===== src/rwmf_pkg.sv =====
// ----------------------------------------------------------------------------
// rwmf_pkg: shared types and constants of the RGB window median filter
// Holds the job descriptor passed from front to back, the frame dimensions
// and the register map of the configuration port.
// ----------------------------------------------------------------------------
package rwmf_pkg;

  localparam int MAX_WINDOW_DEF = 15;
  localparam int MAX_WIDTH_DEF  = 2048;
  localparam int MAX_HEIGHT_DEF = 2048;

  // Row and column indexes below 4096, counters up to 4096.
  localparam int POS_W   = 12;
  localparam int CNT_W   = 13;
  localparam int SLOT_W  = 4;
  localparam int REACH_W = 3;
  localparam int PIX_W   = 24;

  // Register indexes (byte address / 4).
  localparam logic [1:0] REG_WINDOW = 2'd0;
  localparam logic [1:0] REG_WIDTH  = 2'd1;
  localparam logic [1:0] REG_HEIGHT = 2'd2;

  typedef struct packed {
    logic [CNT_W-1:0]   width;
    logic [CNT_W-1:0]   height;
    logic [REACH_W-1:0] reach;
  } dims_t;

  typedef struct packed {
    logic [POS_W-1:0]  r0;
    logic [POS_W-1:0]  r1;
    logic [POS_W-1:0]  c0;
    logic [POS_W-1:0]  c1;
    logic [SLOT_W-1:0] slot0;
    logic              last;
  } job_t;

  // Sample counts toward the lower half at bit b under the current prefix.
  function automatic logic radix_zero(input logic [7:0] s, input logic [7:0] prefix,
                                      input logic [2:0] b);
    logic [7:0] mask;
    mask = 8'hFE << b;
    return (((s ^ prefix) & mask) == 8'h00) && !s[b];
  endfunction

endpackage


===== src/rwmf_front.sv =====
// ----------------------------------------------------------------------------
// rwmf_front: raster tracking and job issue
// Writes pixels into the line store, tracks the next output position and
// issues a window job once every sample of that window has arrived.
// ----------------------------------------------------------------------------
module rwmf_front #(
  parameter int MAX_WINDOW = rwmf_pkg::MAX_WINDOW_DEF,
  parameter int MAX_WIDTH  = rwmf_pkg::MAX_WIDTH_DEF,
  parameter int RING_ROWS  = MAX_WINDOW + 1,
  parameter int AW         = $clog2(RING_ROWS * MAX_WIDTH)
) (
  input  logic                       clk_i,
  input  logic                       rst_ni,
  input  logic                       restart_i,
  input  rwmf_pkg::dims_t            dims_i,
  input  logic                       in_valid_i,
  input  logic                       opcode_i,
  input  logic [rwmf_pkg::PIX_W-1:0] pixel_i,
  output logic                       in_stall_o,
  input  logic                       back_copy_i,
  input  logic                       fifo_full_i,
  input  logic                       fifo_empty_i,
  output logic                       push_o,
  output rwmf_pkg::job_t             job_o,
  output logic                       we_o,
  output logic [AW-1:0]              waddr_o,
  output logic [rwmf_pkg::PIX_W-1:0] wdata_o
);

  localparam int CW = rwmf_pkg::CNT_W;
  localparam int PW = rwmf_pkg::POS_W;
  localparam int SW = rwmf_pkg::SLOT_W;
  localparam logic [SW-1:0] SLOT_LAST = SW'(RING_ROWS - 1);

  logic [CW-1:0] in_row_q, in_row_d;
  logic [PW-1:0] in_col_q, in_col_d;
  logic [SW-1:0] in_slot_q, in_slot_d;
  logic [PW-1:0] orow_q, orow_d, ocol_q, ocol_d;
  logic [SW-1:0] oslot_q, oslot_d;

  logic          in_img, accept, write_px, skip, ready;
  logic [CW-1:0] reach_ext, orow_ext, ocol_ext, nr, nc, row_nx, col_nx;
  logic [PW-1:0] r0, c0;
  logic [SW:0]   dr, slot_sum;

  assign in_img   = in_row_q < dims_i.height;
  assign accept   = in_valid_i && !in_stall_o;
  assign write_px = in_img && !opcode_i;
  assign skip     = in_img && opcode_i;

  // Hold pixels while a job must read the store; all beats if full.
  assign in_stall_o = fifo_full_i || ((!fifo_empty_i || back_copy_i) && in_img);

  assign we_o    = accept && write_px;
  assign waddr_o = AW'(in_slot_q) * AW'(MAX_WIDTH) + AW'(in_col_q);
  assign wdata_o = pixel_i;

  always_comb begin
    reach_ext = CW'(dims_i.reach);
    orow_ext  = CW'(orow_q);
    ocol_ext  = CW'(ocol_q);
    row_nx    = in_row_q;
    col_nx    = CW'(in_col_q);
    in_row_d  = in_row_q;
    in_col_d  = in_col_q;
    in_slot_d = in_slot_q;
    if (write_px) begin
      if (CW'(in_col_q) + CW'(1) == dims_i.width) begin
        row_nx    = in_row_q + CW'(1);
        col_nx    = '0;
        in_slot_d = (in_slot_q == SLOT_LAST) ? '0 : in_slot_q + SW'(1);
      end else begin
        col_nx = CW'(in_col_q) + CW'(1);
      end
      in_row_d = row_nx;
      in_col_d = PW'(col_nx);
    end

    nr = (orow_ext + reach_ext > dims_i.height - CW'(1)) ? dims_i.height - CW'(1)
                                                         : orow_ext + reach_ext;
    nc = (ocol_ext + reach_ext > dims_i.width - CW'(1)) ? dims_i.width - CW'(1)
                                                        : ocol_ext + reach_ext;
    ready = !skip && (row_nx >= dims_i.height || row_nx > nr ||
                      (row_nx == nr && col_nx > nc));

    r0 = (orow_q >= PW'(dims_i.reach)) ? orow_q - PW'(dims_i.reach) : '0;
    c0 = (ocol_q >= PW'(dims_i.reach)) ? ocol_q - PW'(dims_i.reach) : '0;
    dr = (SW + 1)'(orow_q - r0);
    slot_sum = ({1'b0, oslot_q} >= dr) ? {1'b0, oslot_q} - dr
                                       : {1'b0, oslot_q} + (SW + 1)'(RING_ROWS) - dr;

    job_o.r0    = r0;
    job_o.r1    = PW'(nr);
    job_o.c0    = c0;
    job_o.c1    = PW'(nc);
    job_o.slot0 = SW'(slot_sum);
    job_o.last  = (orow_ext == dims_i.height - CW'(1)) &&
                  (ocol_ext == dims_i.width - CW'(1));

    orow_d  = orow_q;
    ocol_d  = ocol_q;
    oslot_d = oslot_q;
    if (ocol_ext + CW'(1) == dims_i.width) begin
      ocol_d  = '0;
      orow_d  = orow_q + PW'(1);
      oslot_d = (oslot_q == SLOT_LAST) ? '0 : oslot_q + SW'(1);
    end else begin
      ocol_d = ocol_q + PW'(1);
    end
  end

  assign push_o = accept && ready;

  always_ff @(posedge clk_i or negedge rst_ni) begin
    if (!rst_ni) begin
      in_row_q  <= '0;
      in_col_q  <= '0;
      in_slot_q <= '0;
      orow_q    <= '0;
      ocol_q    <= '0;
      oslot_q   <= '0;
    end else if (restart_i || (push_o && job_o.last)) begin
      in_row_q  <= '0;
      in_col_q  <= '0;
      in_slot_q <= '0;
      orow_q    <= '0;
      ocol_q    <= '0;
      oslot_q   <= '0;
    end else if (accept && !skip) begin
      in_row_q  <= in_row_d;
      in_col_q  <= in_col_d;
      in_slot_q <= in_slot_d;
      if (ready) begin
        orow_q  <= orow_d;
        ocol_q  <= ocol_d;
        oslot_q <= oslot_d;
      end
    end
  end

endmodule


===== config.mk =====
export PLATFORM = sky130hd
export DESIGN_NAME = rwmf_front
export DESIGN_NICKNAME = d
export VERILOG_FILES = /design/src/rwmf_pkg.sv /design/src/rwmf_front.sv
export SDC_FILE = /design/constraint.sdc
export NUM_CORES = 1
export LEC_CHECK = 0
export ABC_AREA = 1
export BUFFER_PORTS_ARGS = -buffer_cell sky130_fd_sc_hd__buf_2
export CORE_MARGIN = 5
export CORE_UTILIZATION = 57
export CTS_BUF_LIST = sky130_fd_sc_hd__clkbuf_4 sky130_fd_sc_hd__clkbuf_8
export CTS_CLUSTER_SIZE = 10
export DETAILED_ROUTE_END_ITERATION = 7
export GPL_ROUTABILITY_DRIVEN = 0
export PLACE_DENSITY = 0.8
export SLEW_MARGIN = 25
export SYNTH_ARGS = -nofsm -noshare
export SYNTH_HDL_FRONTEND = slang
export SYNTH_SLANG_ARGS = --single-unit

===== constraint.sdc =====
create_clock -name clk_i -period 9.8 [get_ports clk_i]
set_input_delay 0.98 -clock clk_i [delete_from_list [all_inputs] [get_ports clk_i]]
set_output_delay 0.98 -clock clk_i [all_outputs]
set_load 0.01 [all_outputs]

==> metrics.md <==
| Metric | Value |
|---|---|
| Post-CTS sizing | `0` |
| Postcts setup bufs | `0` |
| Largest buffer count on any clock path | `2` |
| Net Sw Frac | `0.401` |
| PortBufs | `approximately 110` |
| Hold Fails Final Rpt | `0` |
| Inserted Clock Buffers | `9` |
| CP endpoint | `push_o` |
| Row count | `48` |
| Synth Flop Type | `dfrtp_1` |
| DRT met1 WL | `12800 um` |
| Avg Cell Area, Syn | `5.98 um^2` |
| Initial DRC count | `1090` |
| Outcome | `completed` |
| Reg2Reg Launch Point | `ocol_q[1]` |
| Crit share post-route | `0.776` |
| Psw | `359 uW` |
| Total power | `895 uW` |
| Met3 routed WL | `3080 um` |
| Relative slew slack | `0.319` |
| Arr. time, crit path | `6.63 ns` |
| Commonest non-fill, non-tap cell in the layout | `nand2_1` |
| Final HPWL DP | `25500 um` |
| Critical path's top delay family | `simple AND/OR/NAND/NOR gates` |
| Path depth of the worst reg2reg path | `30` |
| Cell depth of the worst setup path | `26` |
| Cell Int Power | `536 uW` |
| Worst slew pin tran | `a little over 1 ns` |
| Clock root buffer | `clkbuf_8` |
| CP Capture Type | `output port` |
| Crit path buf inv count | `5` |
| Worst-path maximum fanout | `24` |
| TritonRoute pass-1 iters | `7` |
| RSZ-0062 raised after global routing | `no` |
| Final Critical Period | `~7.6 ns` |
| Drc violations | `0` |
| Slew Viols, Final | `0` |
| EDFF count, synth | `0` |
| H-tree Lvls | `3` |
| Most frequent cells in the layout | `587 x nand2_1, 192 x inv_1, 179 x nand3_1` |
| Initial antenna violation count | `0` |
| WL final | `31400 um` |
| Netlist cell types | `52` |
| Setup Skew | `0.00642 ns` |
| Syn. warnings | `0` |
| Overflow after GRT | `0` |
| First-pass GRT wire length | `50300 um` |
| Utilization after layout | `0.613` |
| Die width | `144 um` |
| Register area share after synthesis | `0.140` |
| Worst Setup Start Kind | `input port` |
| Crit path from | `dims_i[1]` |
| Layout cells sized above 1 | `0.125` |
| Clock network power share | `0.301` |
| Sinks on Clock Net | `57` |
| Worst Hold Class | `flop to flop` |
| R2r endpoint | `orow_q[10]` |
| GRT Util Overall | `0.301` |
| Top routing layer used | `met4` |
| CTS tree | `built` |
| Clk Latency, worst-skew pair | `0.36 ns` |
| Slowest stage delay, CP | `around 0.8 ns` |
| Core area | `roughly 17000 um^2` |
| # fillers | `1702` |
| Power per cell area | `about 84 nW/um^2` |
| Synthesized cell area | `10200 um^2` |
| Fmax | `about 130 MHz` |
| MaxCap Viol Count | `0` |
| Combinational share of power | `0.416` |
| Clock transition at path regs | `0.07 ns` |
| Initial core utilization | `0.584` |
| Setup_tns | `0 ns` |
| Via count | `between 10k and 15k` |
| VDD IR max | `between 70 and 80 uV` |
| # IOs | `~160` |
| DR WL/cell | `~16 um` |
| Area Overhead vs Synth | `4.96%` |
| Reg power frac | `0.283` |
| Most frequent CP cell | `nand2_1` |
| Final Setup Violations | `0` |
| FF+latch count, synth | `57` |
| Die area | `slightly above 20000 um^2` |
| Critical path class | `input port to output port` |
| Met2 wire len | `14500 um` |
| Slowest CP cell | `nand4_1` |
| Layout Nets | `approximately 1.9k` |
| Vias per cell | `between 5 and 6` |
| CP Data Required Time | `8.82 ns` |
| Largest net degree at the start of global routing | `58` |
| ANT cells | `0` |
| LEAKAGE | `~0.006 uW` |
| Vias in the first global route | `10.2k` |
| Hold Buf Count CTS | `0` |
| Die Ht | `144 um` |
| FF-to-FF setup slack | `roughly 2.8 ns` |
| Mapped Cells | `roughly 1.7k` |
| Syn nets | `1869` |
| Antenna viol nets, final | `0` |
| Ys async rst share | `1.00` |
-- cell type report --
type	instances	area, um^2	share of cell area
Multi-Input combinational cell	1353	7410	0.694
Clock buffer	13	173	0.0162
Clock inverter	2	60.1	0.00562
Sequential cell	57	1430	0.134
Inverter	208	781	0.0731
Timing Repair Buffer	108	543	0.0509
Tap cell	225	282	0.0264
-- layer usage --
metal / GRT usage / vias to the layer above
li1: - / 5504
met1: 0.392 / 5068
met2: 0.503 / 578
met3: 0.0509 / 77
met4: 0.110 / 0
met5: 0 / -
-- sequential cells by signal, indices dropped and copies added (netlist names) --
register and count:
ocol_q 12, oslot_q 4, in_col_q 12, in_row_q 13
in_slot_q 4, orow_q 12
-- cell families after synthesis --
group	count (synthesis)	synth area share
and+or+nand+nor	1064	0.469
buffers and inverters	292	0.132
AOI/OAI and AO/OA	125	0.0738
adders and majority gates	106	0.135
xor gates and xnor gates	58	0.0507
DFF	57	0.140
-- power groups by stage --
stage | logic, uW | registers (uW) | clock network (uW)
after detailed placement | 367 | 257 | 0
after CTS | 368 | 253 | 270
after global placement | 360 | 257 | 0
after global routing | 418 | 254 | 282
final | 372 | 253 | 270
after floorplan | 265 | 249 | 0
-- worst min-delay path by stage --
stage,depth (start not counted),end,start,slack (ns)
finish,2,in_row_q[12],in_row_q[12],0.54
detailed placement,2,in_row_q[12],in_row_q[12],0.52
global placement,2,in_slot_q[3],in_slot_q[3],0.49
global route,2,in_row_q[12],in_row_q[12],0.58
CTS,2,in_row_q[12],in_row_q[12],0.53
floorplan,2,in_slot_q[3],in_slot_q[3],0.46
-- tightest hold or removal path, cell delays in order (launching register included) --
cell and delay [ns]:
dfrtp_1 0.38, nand2_1 0.07, nand2_1 0.06
-- metrics by stage --
| stage | cells | hold WS [ns] | worst slack, ns | area [um^2] |
|---|---|---|---|---|
| floorplan | 1702 | 0.464 | 4.29 | 10200 |
| global placement | 1951 | 0.493 | 2.44 | 10400 |
| detailed placement | 1951 | 0.519 | 2.20 | 10400 |
| CTS | 1966 | 0.535 | 2.36 | 10700 |
| global route | 1966 | 0.578 | 1.57 | 10700 |
| finish | 1966 | 0.535 | 2.19 | 10700 |
-- cell usage after synthesis, types with 4 or more instances --
library cell,n,area (um^2)
a211oi_1,5,37.5
a21oi_1,42,210
nor2_1,143,537
xnor2_1,5,43.8
o21ai_0,44,220
nand3b_1,21,158
inv_1,192,721
buf_2,21,105
nand3_4,4,70.1
nor4_1,10,62.6
ha_1,100,1250
fa_1,6,120
buf_4,49,368
clkbuf_1,10,37.5
nand3_2,4,40.0
nor3_1,29,145
nand4_1,27,169
nand3_1,179,896
nor2_4,8,90.1
a211oi_2,8,100
xor2_1,52,455
inv_2,15,56.3
o21ai_1,8,40.0
nand2_1,587,2200
nand2_2,15,93.8
dfrtp_1,57,1430
nor2_2,21,131
Note: power is estimated with default switching activity, not from simulation.
