### src/rwmf_pkg.sv
// ----------------------------------------------------------------------------
// rwmf_pkg: shared types and constants of the RGB window median filter
// Holds the job descriptor passed from front to back, the frame dimensions
// and the register map of the configuration port.
// ----------------------------------------------------------------------------
package rwmf_pkg;

  localparam int MAX_WINDOW_DEF = 15;
  localparam int MAX_WIDTH_DEF  = 2048;
  localparam int MAX_HEIGHT_DEF = 2048;

  // Row and column indexes below 4096, counters up to 4096.
  localparam int POS_W   = 12;
  localparam int CNT_W   = 13;
  localparam int SLOT_W  = 4;
  localparam int REACH_W = 3;
  localparam int PIX_W   = 24;

  // Register indexes (byte address / 4).
  localparam logic [1:0] REG_WINDOW = 2'd0;
  localparam logic [1:0] REG_WIDTH  = 2'd1;
  localparam logic [1:0] REG_HEIGHT = 2'd2;

  typedef struct packed {
    logic [CNT_W-1:0]   width;
    logic [CNT_W-1:0]   height;
    logic [REACH_W-1:0] reach;
  } dims_t;

  typedef struct packed {
    logic [POS_W-1:0]  r0;
    logic [POS_W-1:0]  r1;
    logic [POS_W-1:0]  c0;
    logic [POS_W-1:0]  c1;
    logic [SLOT_W-1:0] slot0;
    logic              last;
  } job_t;

  // Sample counts toward the lower half at bit b under the current prefix.
  function automatic logic radix_zero(input logic [7:0] s, input logic [7:0] prefix,
                                      input logic [2:0] b);
    logic [7:0] mask;
    mask = 8'hFE << b;
    return (((s ^ prefix) & mask) == 8'h00) && !s[b];
  endfunction

endpackage

### src/rwmf_job_fifo.sv
// ----------------------------------------------------------------------------
// rwmf_job_fifo: two-entry job queue
// Decouples the raster front from the median back.
// ----------------------------------------------------------------------------
module rwmf_job_fifo (
  input  logic           clk_i,
  input  logic           rst_ni,
  input  logic           push_i,
  input  rwmf_pkg::job_t job_i,
  input  logic           pop_i,
  output rwmf_pkg::job_t job_o,
  output logic           full_o,
  output logic           empty_o
);

  rwmf_pkg::job_t ent_q [2];
  logic       wptr_q, rptr_q;
  logic [1:0] cnt_q;

  assign full_o  = cnt_q == 2'd2;
  assign empty_o = cnt_q == 2'd0;
  assign job_o   = ent_q[rptr_q];

  always_ff @(posedge clk_i) begin
    if (push_i) begin
      ent_q[wptr_q] <= job_i;
    end
  end

  always_ff @(posedge clk_i or negedge rst_ni) begin
    if (!rst_ni) begin
      wptr_q <= 1'b0;
      rptr_q <= 1'b0;
      cnt_q  <= 2'd0;
    end else begin
      if (push_i) wptr_q <= ~wptr_q;
      if (pop_i)  rptr_q <= ~rptr_q;
      if (push_i && !pop_i) begin
        cnt_q <= cnt_q + 2'd1;
      end else if (pop_i && !push_i) begin
        cnt_q <= cnt_q - 2'd1;
      end
    end
  end

endmodule

### config.mk
export PLATFORM = sky130hd
export DESIGN_NAME = rwmf_job_fifo
export DESIGN_NICKNAME = d
export VERILOG_FILES = /design/src/rwmf_pkg.sv /design/src/rwmf_job_fifo.sv
export SDC_FILE = /design/constraint.sdc
export NUM_CORES = 1
export LEC_CHECK = 0
export BUFFER_PORTS_ARGS = -buffer_cell sky130_fd_sc_hd__buf_2
export CELL_PAD_IN_SITES_DETAIL_PLACEMENT = 1
export CELL_PAD_IN_SITES_GLOBAL_PLACEMENT = 2
export CORE_MARGIN = 5
export CORE_UTILIZATION = 42
export CTS_BUF_LIST = sky130_fd_sc_hd__clkbuf_16
export DETAILED_ROUTE_END_ITERATION = 10
export GPL_TIMING_DRIVEN = 0
export PLACE_DENSITY_LB_ADDON = 0.1
export SLEW_MARGIN = 20
export SYNTH_ARGS = -nofsm -noshare
export SYNTH_HDL_FRONTEND = slang
export SYNTH_SLANG_ARGS = --single-unit
### constraint.sdc
create_clock -name clk_i -period 5.5 [get_ports clk_i]
set_input_delay 0.55 -clock clk_i [delete_from_list [all_inputs] [get_ports clk_i]]
set_output_delay 0.55 -clock clk_i [all_outputs]
set_load 0.005 [all_outputs]
==> results of run 1 <==
[cell type report]
type,instances,share of cell area [%]
flip-flops and latches,110,61.0
clock inverters,7,1.54
multi-input cells,64,16.2
repair buffers,115,11.8
clock buffers,9,4.19
well taps,133,3.09
inverters,1,0.0698
plain buffers,6,2.07
[worst max-delay path, delay by kind of cell, from the launching register on]
kind / cells / cell delay [ps]
buffers and inverters: 3 / 500
DFF: 1 / 350
muxes: 1 / 310
[cells in the mapped netlist]
library cell | number | area share [%]
buf_6 | 1 | 0.26
and2_1 | 1 | 0.15
xnor2_1 | 1 | 0.21
buf_12 | 5 | 2.3
inv_1 | 1 | 0.088
mux2_4 | 49 | 17
ha_1 | 1 | 0.29
mux2_2 | 4 | 1.1
nor2_1 | 2 | 0.18
xor2_1 | 4 | 0.82
dfrtp_1 | 4 | 2.3
edfxtp_1 | 106 | 75
nor2b_1 | 2 | 0.29
[registers in the layout, indices dropped and copies added, names as in the netlist]
signal	flops
cnt_q	2
wptr_q	1
ent_q	106
rptr_q	1
[through the flow]
step                      hold WS, ps  total power [uW]  util, %  setup slack [ps]  instances
after floorplan                   254              1760        -              2140        181
after global placement            367              2050     50.8               480        425
after detailed placement          366              2090     51.5              3710        428
after CTS                         381              2760     54.8              3420        445
after global routing              378              2860     54.8              3380        445
final                             393              2710     54.8              3450        445
[kinds of logic (layout without fill, tap and decap cells)]
kind of cell	after synthesis	in the layout	share of synthesized area [%]
buffers and inverters	7	138	2.70
DFF	110	110	77.0
muxes	53	53	18.3
and+or+nand+nor	5	5	0.617
adders and majority gates	1	1	0.294
xor gates and xnor gates	5	5	1.03
[path summary, 6_finish.rpt]
check,end,slack (ps),depth (start not counted)
max in group asynchronous,cnt_q[1],4840,2
min in group asynchronous,cnt_q[0],530,2
hold / removal,ent_q[0][26],390,1
setup reg to reg,ent_q[0][22],4020,3
hold reg to reg,cnt_q[1],490,1
setup / recovery,job_o[43],3450,4
[timing repair]
action,4_1_cts,5_1_grt
hold endpoints to repair,4,0
setup endpoints to repair,0,0
hold buffers,1,0
[where the power goes]
group          internal (uW)  switching, uW  total, uW
combinational            512            372        884
clock                    393            271        664
sequential              1110           50.0       1160
total                   2020            693       2710
[routing by layer]
metal  share of wire [%]  track usage (%)  vias up
met1                  41             14.8     1043
met4                 1.6             5.67        0
met3                 5.2             3.93       12
met5                   0                0        -
li1                    -                -      957
met2                  52             22.8       63
==> flow_summary_export.csv, run 1 <==
group,metric,value,unit
sta,hold_viol_final,0,
layout,final_cell_mix,"buf_2 (111), edfxtp_1 (106), mux2_4 (49)",
synth,synthCells,181,
sta,final-setup-viol-count,0,
sta,rsz0062_at_grt,"no",
critical_path,required,4950,ps
layout,layout_commonest_cell,"buf_2",
routing,ant_nets,0,
floorplan,initial_core_util,43.4,%
clock_network,cts_buffers,9,
layout,area_delta_synth_final,26.2,%
layout,final_nets,365,
layout,final_area,0.00538,mm^2
layout,nFillCells,947,
job,drv_cap,0,
synth,synth_cell_types,13,
floorplan,core_area,0.00982,mm^2
sta,slew_violations,0,
clock_network,cts_setup_buffers,0,
clock_network,cts_resized,0,
layout,seq_area,0.00328,mm^2
global_routing,grt_pass1_wl,12.2,mm
layout,multiInputGateArea,873,um^2
pwr,vdd_drop_max,0.000216,V
critical_path,slowest_stage,"dfrtp_1",
sta,fin_worst_skew,7.19,ps
sta,timing.fmax,0.488,GHz
global_routing,antenna_found_initial,0,
synth,avgSynthCellArea,23.5,um^2
clock_network,cts.sinks,110,
critical_path,cpPeakStageDelay,350,ps
sta,slew_headroom,80.3,%
placement,post_dp_cell_area,0.00506,mm^2
floorplan,die_y,111,um
synth,synthesis.area,0.00426,mm^2
floorplan,ios,112,
clock_network,clock_latency,340,ps
routing,drtIter0Drc,77,
critical_path,startpoint_type,"register",
critical_path,crit_path_start,"rptr_q",
routing,drc_errors,0,
hold_path,min_from,"job_i[26]",
global_routing,overflow,0,
layout,antenna_cells,0,
routing,vias,2075,
routing,via_per_inst,4.66,
sta,period_share,37.3,%
synth,synth_warnings,0,
clock_network,clk_pin_slew,70,ps
sta,setup_tns,0,ps
critical_path,regToRegStartpoint,"wptr_q",
critical_path,critPathCaptureType,"output pin",
critical_path,crit_path_max_fanout,10,
layout,drive_gt1_share,59.9,%
global_routing,grt_max_degree,47,
synth,ys_ff_latch,110,
routing,wl_per_cell,17.6,um
placement,io_buffers,111,
sta,min_period,2050,ps
pwr,powerDensity,504,mW/mm^2
hold_path,hold_class,"in -> reg",
placement,place_hpwl,5.50,mm
routing,finalWirelength,7.81,mm
sta,worst_pin_slew,295,ps
critical_path,path_class,"reg -> out",
floorplan,die-area,0.0123,mm^2
floorplan,std_cell_rows,36,
run_status,outcome,"finished clean",
clock_network,clockBufferDepth,2,
floorplan,die_width,111,um
synth,ys_seq_area_share,77.0,%
synth,syn_nets,239,
critical_path,cp_data_arrival_time,1500,ps
placement,place.gp.congestion,0.676,
clock_network,cts_tree,"done",
global_routing,track_usage,13.1,%
global_routing,grt_pass1_vias,2301,
clock_network,root_buffer,"clkbuf_16",
critical_path,cp_cell_sequence,"buf_6 -> buf_12 -> mux2_4 -> buf_2",
clock_network,htree_levels,3,
routing,dr.pass1.iters,4,
pwr,p_leak,0.00219,uW
(Power assumes the default switching activity.)
==> run 2: changes to the inputs <==
--- a/config.mk
+++ b/config.mk
@@ -5,11 +5,12 @@
 export SDC_FILE = /design/constraint.sdc
 export NUM_CORES = 1
 export LEC_CHECK = 0
+export ABC_AREA = 1
 export BUFFER_PORTS_ARGS = -buffer_cell sky130_fd_sc_hd__buf_2
 export CELL_PAD_IN_SITES_DETAIL_PLACEMENT = 1
 export CELL_PAD_IN_SITES_GLOBAL_PLACEMENT = 2
 export CORE_MARGIN = 5
-export CORE_UTILIZATION = 42
+export CORE_UTILIZATION = 35
 export CTS_BUF_LIST = sky130_fd_sc_hd__clkbuf_16
 export DETAILED_ROUTE_END_ITERATION = 10
 export GPL_TIMING_DRIVEN = 0
==> constraint.sdc (replaced) <==
create_clock -name clk_i -period 1.8 [get_ports clk_i]
set_input_delay 0.18 -clock clk_i [delete_from_list [all_inputs] [get_ports clk_i]]
set_output_delay 0.18 -clock clk_i [all_outputs]
set_load 0.005 [all_outputs]
==> run 2 against run 1 <==
Clock skew fell by 4.1 ps. Worst setup slack got worse by 3300 ps. Flip-flop and latch count did not move. Global-route usage fell by 1.5 points. First-iteration DRC count rose by 43%. Register-to-register slack got worse by 3800 ps. Power rose to 3.0 times the previous value. Combinational power rose to 3.1 times the previous value. Area after synthesis rose by 0.47%. Clock-buffer cell count did not move. Synthesized cell count rose by 5.0%. Largest power group unchanged. Highest routed layer unchanged.
==> flow_summary_export.csv, run 2 <==
group,metric,value,unit
floorplan,ios,112,
pwr,clkPwrFrac,23.0,%
placement,place.gp.congestion,0.633,
synth,ys_seq_area_share,76.7,%
synth,ys.flop_type,"edfxtp_1",
pwr,p_sw_share,26.3,%
sta,period_share,92.6,%
pwr,p_leak,0.00225,uW
critical_path,crit_path_max_fanout,10,
routing,via_per_inst,4.44,
global_routing,grt_pass1_vias,2386,
job,drv_cap,0,
layout,nFillCells,1164,
global_routing,overflow,0,
synth,synthesis.area,0.00428,mm^2
global_routing,track_usage,11.6,%
clock_network,clockBufferDepth,2,
global_routing,grt_pass1_wl,12.5,mm
synth,syn_nets,248,
layout,reg.largest.list,"ent_q (106), cnt_q (2)",
placement,place_hpwl,5.52,mm
floorplan,std_cell_rows,40,
floorplan,initial_core_util,35.6,%
sta,final-setup-viol-count,0,
sta,hold_viol_final,0,
layout,area_delta_synth_final,29.2,%
routing,ant_nets,0,
floorplan,core_area,0.0120,mm^2
synth,synthCells,190,
placement,dp_cells,451,
placement,pre_cts_slack,-49.4,ps
synth,synth_edf_count,106,
pwr,power.switching,2150,uW
clock_network,cts_tree,"done",
critical_path,cp_cell_sequence,"buf_6 -> buf_12 -> mux2_4 -> buf_2",
pwr,intPower,6030,uW
critical_path,required,1620,ps
floorplan,die-area,0.0145,mm^2
synth,yosys.area.top_type_share,74.3,%
layout,largest_reg_flops,106,
clock_network,htree_levels,3,
hold_path,min_from,"job_i[22]",
layout,final_cell_mix,"buf_2 (111), edfxtp_1 (106), mux2_4 (49)",
run_status,outcome,"finished clean",
sta,setup_tns,0,ps
layout,instances_no_fill,483,
critical_path,cp_top_family,"buffers and inverters",
synth,synth_common_cells,"edfxtp_1 (106), mux2_4 (49), inv_1 (7), buf_12 (5), nand2_1 (5)",
clock_network,cts.sinks,110,
synth,synth_top_area_cell,"edfxtp_1",
critical_path,regToRegStartpoint,"wptr_q",
routing,finalWirelength,8.06,mm
critical_path,cp_data_arrival_time,1490,ps
pwr,vdd_drop_max,0.000722,V
synth,async_flop_share,3.64,%
critical_path,cpPeakStageDelay,340,ps
layout,final_util,46.1,%
hold_path,hold_class,"in -> reg",
synth,synth_warnings,0,
routing,wl_per_cell,16.7,um
sta,rsz0062_at_grt,"no",
routing,dr.pass1.iters,4,
pwr,power_frac_seq,43.3,%
synth,ys_ff_latch,110,
floorplan,die_width,121,um
pwr,power,8180,uW
sta,min_period,1670,ps
synth,synth_area_leaders,"edfxtp_1 (74%), mux2_4 (17%), buf_12 (2.3%), dfrtp_1 (2.3%), mux2_2 (1.1%)",
floorplan,die_y,121,um
critical_path,path_class,"reg -> out",
sta,fin_worst_skew,3.07,ps
clock_network,cts_buffers,9,
pwr,powerDensity,1480,mW/mm^2
critical_path,slowest_stage,"dfrtp_1",
pwr,power_frac_comb,33.8,%
layout,final_nets,388,
layout,drive_gt1_share,56.1,%
synth,synth.most_common_cell,"edfxtp_1",
critical_path,path_buf_inv,3,
sta,slew_headroom,60.7,%
critical_path,startpoint_type,"register",
clock_network,clock_latency,340,ps
sta,finalWorstSetupSlack,134,ps
global_routing,grt_max_degree,26,
routing,drc_errors,0,
layout,regMostFlops,"ent_q",
sta,worst_pin_slew,589,ps
sta,slew_violations,0,
synth,avgSynthCellArea,22.5,um^2
critical_path,critPathCaptureType,"output pin",
global_routing,antenna_found_initial,0,
layout,layout_commonest_cell,"buf_2",
clock_network,root_buffer,"clkbuf_16",
placement,io_buffers,111,
routing,drtIter0Drc,110,
critical_path,crit_path_start,"rptr_q",
sta,timing.fmax,0.600,GHz
routing,vias,2143,
synth,synth_cell_types,14,
clock_network,clk_pin_slew,70,ps
[run 2: worst paths after layout]
| kind | end | slack, ps | cells after the start |
|---|---|---|---|
| min | ent_q[0][22] | 20 | 1 |
| max | job_o[17] | 130 | 4 |
| max in group asynchronous | rptr_q | 1510 | 2 |
| min reg2reg | cnt_q[1] | 530 | 2 |
| max reg2reg | ent_q[1][0] | 190 | 3 |
| min in group asynchronous | cnt_q[0] | 170 | 2 |
[run 2: stage by stage]
stage / hold slack (ps) / area, um^2
after detailed placement: -4.15 / 5100
after CTS: 1.29 / 5400
after floorplan: -116 / 4290
after global placement: -5.71 / 5030
final: 21.7 / 5530
after global routing: -2.60 / 5530
[run 2: cells by family (layout without fill, tap and decap cells)]
group,count (synthesis),after routing,synth area share [%]
xor gates and xnor gates,3,3,0.614
DFF,110,110,76.7
other,0,1,0
and+or+nand+nor,10,10,0.964
buffers and inverters,13,158,3.21
adders and majority gates,1,1,0.292
muxes,53,53,18.2
[run 2: power groups by stage]
stage | clock network [uW] | registers, uW | logic, uW
2_1_floorplan | 0 | 3570 | 1810
3_3_place_gp | 0 | 3600 | 2710
3_5_place_dp | 0 | 3610 | 2810
4_1_cts | 1960 | 3550 | 2830
5_1_grt | 2100 | 3580 | 3000
6_report | 1880 | 3540 | 2760
[run 2: layout make-up]
class / count / area (um^2) / share of cell area (%)
Clock buffer: 9 / 225 / 4.07
Sequential cell: 110 / 3280 / 59.3
Multi-Input combinational cell: 67 / 868 / 15.7
Buffer: 6 / 111 / 2.01
Inverter: 7 / 30.0 / 0.543
Timing Repair Buffer: 128 / 763 / 13.8
Antenna cell: 1 / 2.50 / 0.0452
Tap cell: 147 / 184 / 3.32
Timing Repair inverter: 1 / 7.51 / 0.136
Clock inverter: 7 / 57.6 / 1.04
[run 2: layer usage]
layer  up-vias  global-route usage (%)  share of wire, %
met2        79                    19.2                50
met5         -                       0                 0
met1      1046                    12.6                39
met3         8                    6.41               9.6
li1       1010                       -                 -
met4         0                    3.82               1.4
[run 2: what timing repair did]
action / 4_1_cts / 5_1_grt
gates cloned: 1 / 0
endpoints found under the hold margin: 4 / 25
endpoints found under the setup margin: 25 / 14
buffers inserted: 0 / 0
resized for setup: 0 / 1
hold buffers: 1 / 13
==> run 3: changes to the inputs <==
--- a/config.mk
+++ b/config.mk
@@ -15,6 +15,7 @@
 export DETAILED_ROUTE_END_ITERATION = 10
 export GPL_TIMING_DRIVEN = 0
 export PLACE_DENSITY_LB_ADDON = 0.1
+export RECOVER_POWER = 25
 export SLEW_MARGIN = 20
 export SYNTH_ARGS = -nofsm -noshare
 export SYNTH_HDL_FRONTEND = slang
==> constraint.sdc (replaced) <==
create_clock -name clk_i -period 1.8 [get_ports clk_i]
set_input_delay 0.27 -clock clk_i [delete_from_list [all_inputs] [get_ports clk_i]]
set_output_delay 0.27 -clock clk_i [all_outputs]
set_load 0.005 [all_outputs]
==> run 3 against run 2 <==
Non-clock buffer count shrank 13. Critical path depth is the same. Clock skew grew 0.79 ps. Combinational power grew 7.2%. Worst setup slack lost 84 ps. Core utilization shrank 0.29 points. Flip-flop and latch count is the same. Hold slack gained 89 ps. Sequential power is essentially flat. Register-to-register slack is essentially flat. Power grew 2.5%. Largest power group unchanged.
==> flow_summary_export.csv, run 3 (synthesis results as in run 2) <==
group,metric,value,unit
run_status,outcome,"finished clean",
sta,finalWorstSetupSlack,49.0,ps
layout,reg.largest.list,"ent_q (106), cnt_q (2)",
sta,worst_pin_slew,589,ps
layout,final_cell_mix,"edfxtp_1 (106), buf_2 (84), mux2_4 (49)",
layout,area_delta_synth_final,28.4,%
placement,pre_cts_slack,-49.4,ps
sta,period_share,97.3,%
sta,timing.fmax,0.571,GHz
job,drv_cap,0,
critical_path,critPathCaptureType,"output pin",
floorplan,ios,112,
global_routing,grt_max_degree,26,
sta,rsz0062_at_grt,"yes",
sta,worst_hold_slack,111,ps
critical_path,crit_path_max_fanout,10,
floorplan,die-area,0.0145,mm^2
hold_path,hold_class,"in -> reg",
global_routing,track_usage,11.6,%
placement,place_hpwl,5.52,mm
floorplan,std_cell_rows,40,
layout,layout_commonest_cell,"edfxtp_1",
clock_network,clk_pin_slew,70,ps
sta,slew_violations,0,
sta,slew_headroom,60.6,%
placement,place.gp.congestion,0.633,
floorplan,die_width,121,um
global_routing,grt_pass1_wl,12.5,mm
routing,vias,2104,
placement,io_buffers,111,
routing,ant_nets,0,
sta,final-setup-viol-count,0,
global_routing,antenna_found_initial,0,
layout,final_util,45.8,%
pwr,vdd_drop_max,0.000721,V
clock_network,clock_latency,340,ps
critical_path,required,1530,ps
global_routing,overflow,0,
floorplan,die_y,121,um
floorplan,core_area,0.0120,mm^2
routing,wl_per_cell,17.0,um
pwr,p_leak,0.00221,uW
clock_network,htree_levels,3,
routing,finalWirelength,7.97,mm
pwr,powerDensity,1530,mW/mm^2
layout,final_nets,375,
routing,drtIter0Drc,111,
clock_network,cts_buffers,9,
sta,min_period,1750,ps
clock_network,cts.sinks,110,
routing,via_per_inst,4.48,
sta,fin_worst_skew,3.86,ps
critical_path,cp_data_arrival_time,1480,ps
clock_network,root_buffer,"clkbuf_16",
routing,dr.pass1.iters,4,
layout,largest_reg_flops,106,
critical_path,path_class,"reg -> out",
global_routing,grt_pass1_vias,2386,
critical_path,startpoint_type,"register",
clock_network,clockBufferDepth,2,
floorplan,initial_core_util,35.6,%
pwr,power,8390,uW
layout,drive_gt1_share,55.0,%
sta,setup_tns,0,ps
sta,hold_viol_final,0,
clock_network,cts_tree,"done",
routing,drc_errors,0,
clock_network,cts_setup_buffers,0,
layout,regMostFlops,"ent_q",
[run 3: cell types whose count changed in the layout (fill, tap and decap cells not counted)]
cell / previous run / this run
buf_12: 7 / 8
buf_6: 1 / 16
buf_2: 111 / 84
clkbuf_1: 0 / 11
dlygate4sd3_1: 14 / 1
[run 3: timing repair]
item	in CTS	in global routing
cloned	1	0
hold buffers	1	0
resized for setup	0	19
endpoints found under the hold margin	4	0
setup endpoints to repair	25	62
[run 3: report_power, final]
group          total (uW)  switching [uW]  internal [uW]
sequential           3540             146           3400
combinational        2960            1210           1750
clock                1880             827           1060
total                8390            2180           6200
[run 3: worst paths after layout]
| kind | from | to | slack (ps) | depth (start not counted) |
|---|---|---|---|---|
| worst max-delay path | rptr_q | job_o[7] | 50 | 4 |
| worst min-delay path | job_i[37] | ent_q[1][37] | 110 | 1 |
| worst max register to register | wptr_q | ent_q[1][0] | 200 | 3 |
| worst min register to register | cnt_q[1] | cnt_q[1] | 530 | 2 |
| max in group asynchronous | rst_ni | rptr_q | 1420 | 2 |
| min in group asynchronous | rst_ni | cnt_q[0] | 260 | 2 |
[run 3: metal layers]
| metal | vias to the layer above | routed length, um | global-route usage (%) |
|---|---|---|---|
| met5 | - | 0 | 0 |
| met4 | 0 | 111 | 3.82 |
| li1 | 985 | - | - |
| met3 | 8 | 770 | 6.41 |
| met1 | 1033 | 3200 | 12.6 |
| met2 | 78 | 3900 | 19.2 |
[run 3: critical path, stage by stage, from the launching register on]
cell	delay, ps
dfrtp_1	390
buf_12	160
buf_12	150
mux2_4	290
buf_2	130
[run 3: cell type report]
class,instances,area (um^2)
fill,1169,6510
sequential,110,3280
multi-input combinational,67,868
timing repair buffer,115,719
clock buffer,9,225
tap,147,184
buffer,6,120
clock inverter,7,57.6
inverter,7,30.0
timing repair inverter,1,7.51
antenna,1,2.50
[run 3: per-stage QoR]
step | cells | area, um^2
after floorplan | 190 | 4290
after global placement | 448 | 5030
after detailed placement | 451 | 5100
after CTS | 469 | 5400
after global routing | 469 | 5500
final | 470 | 5500
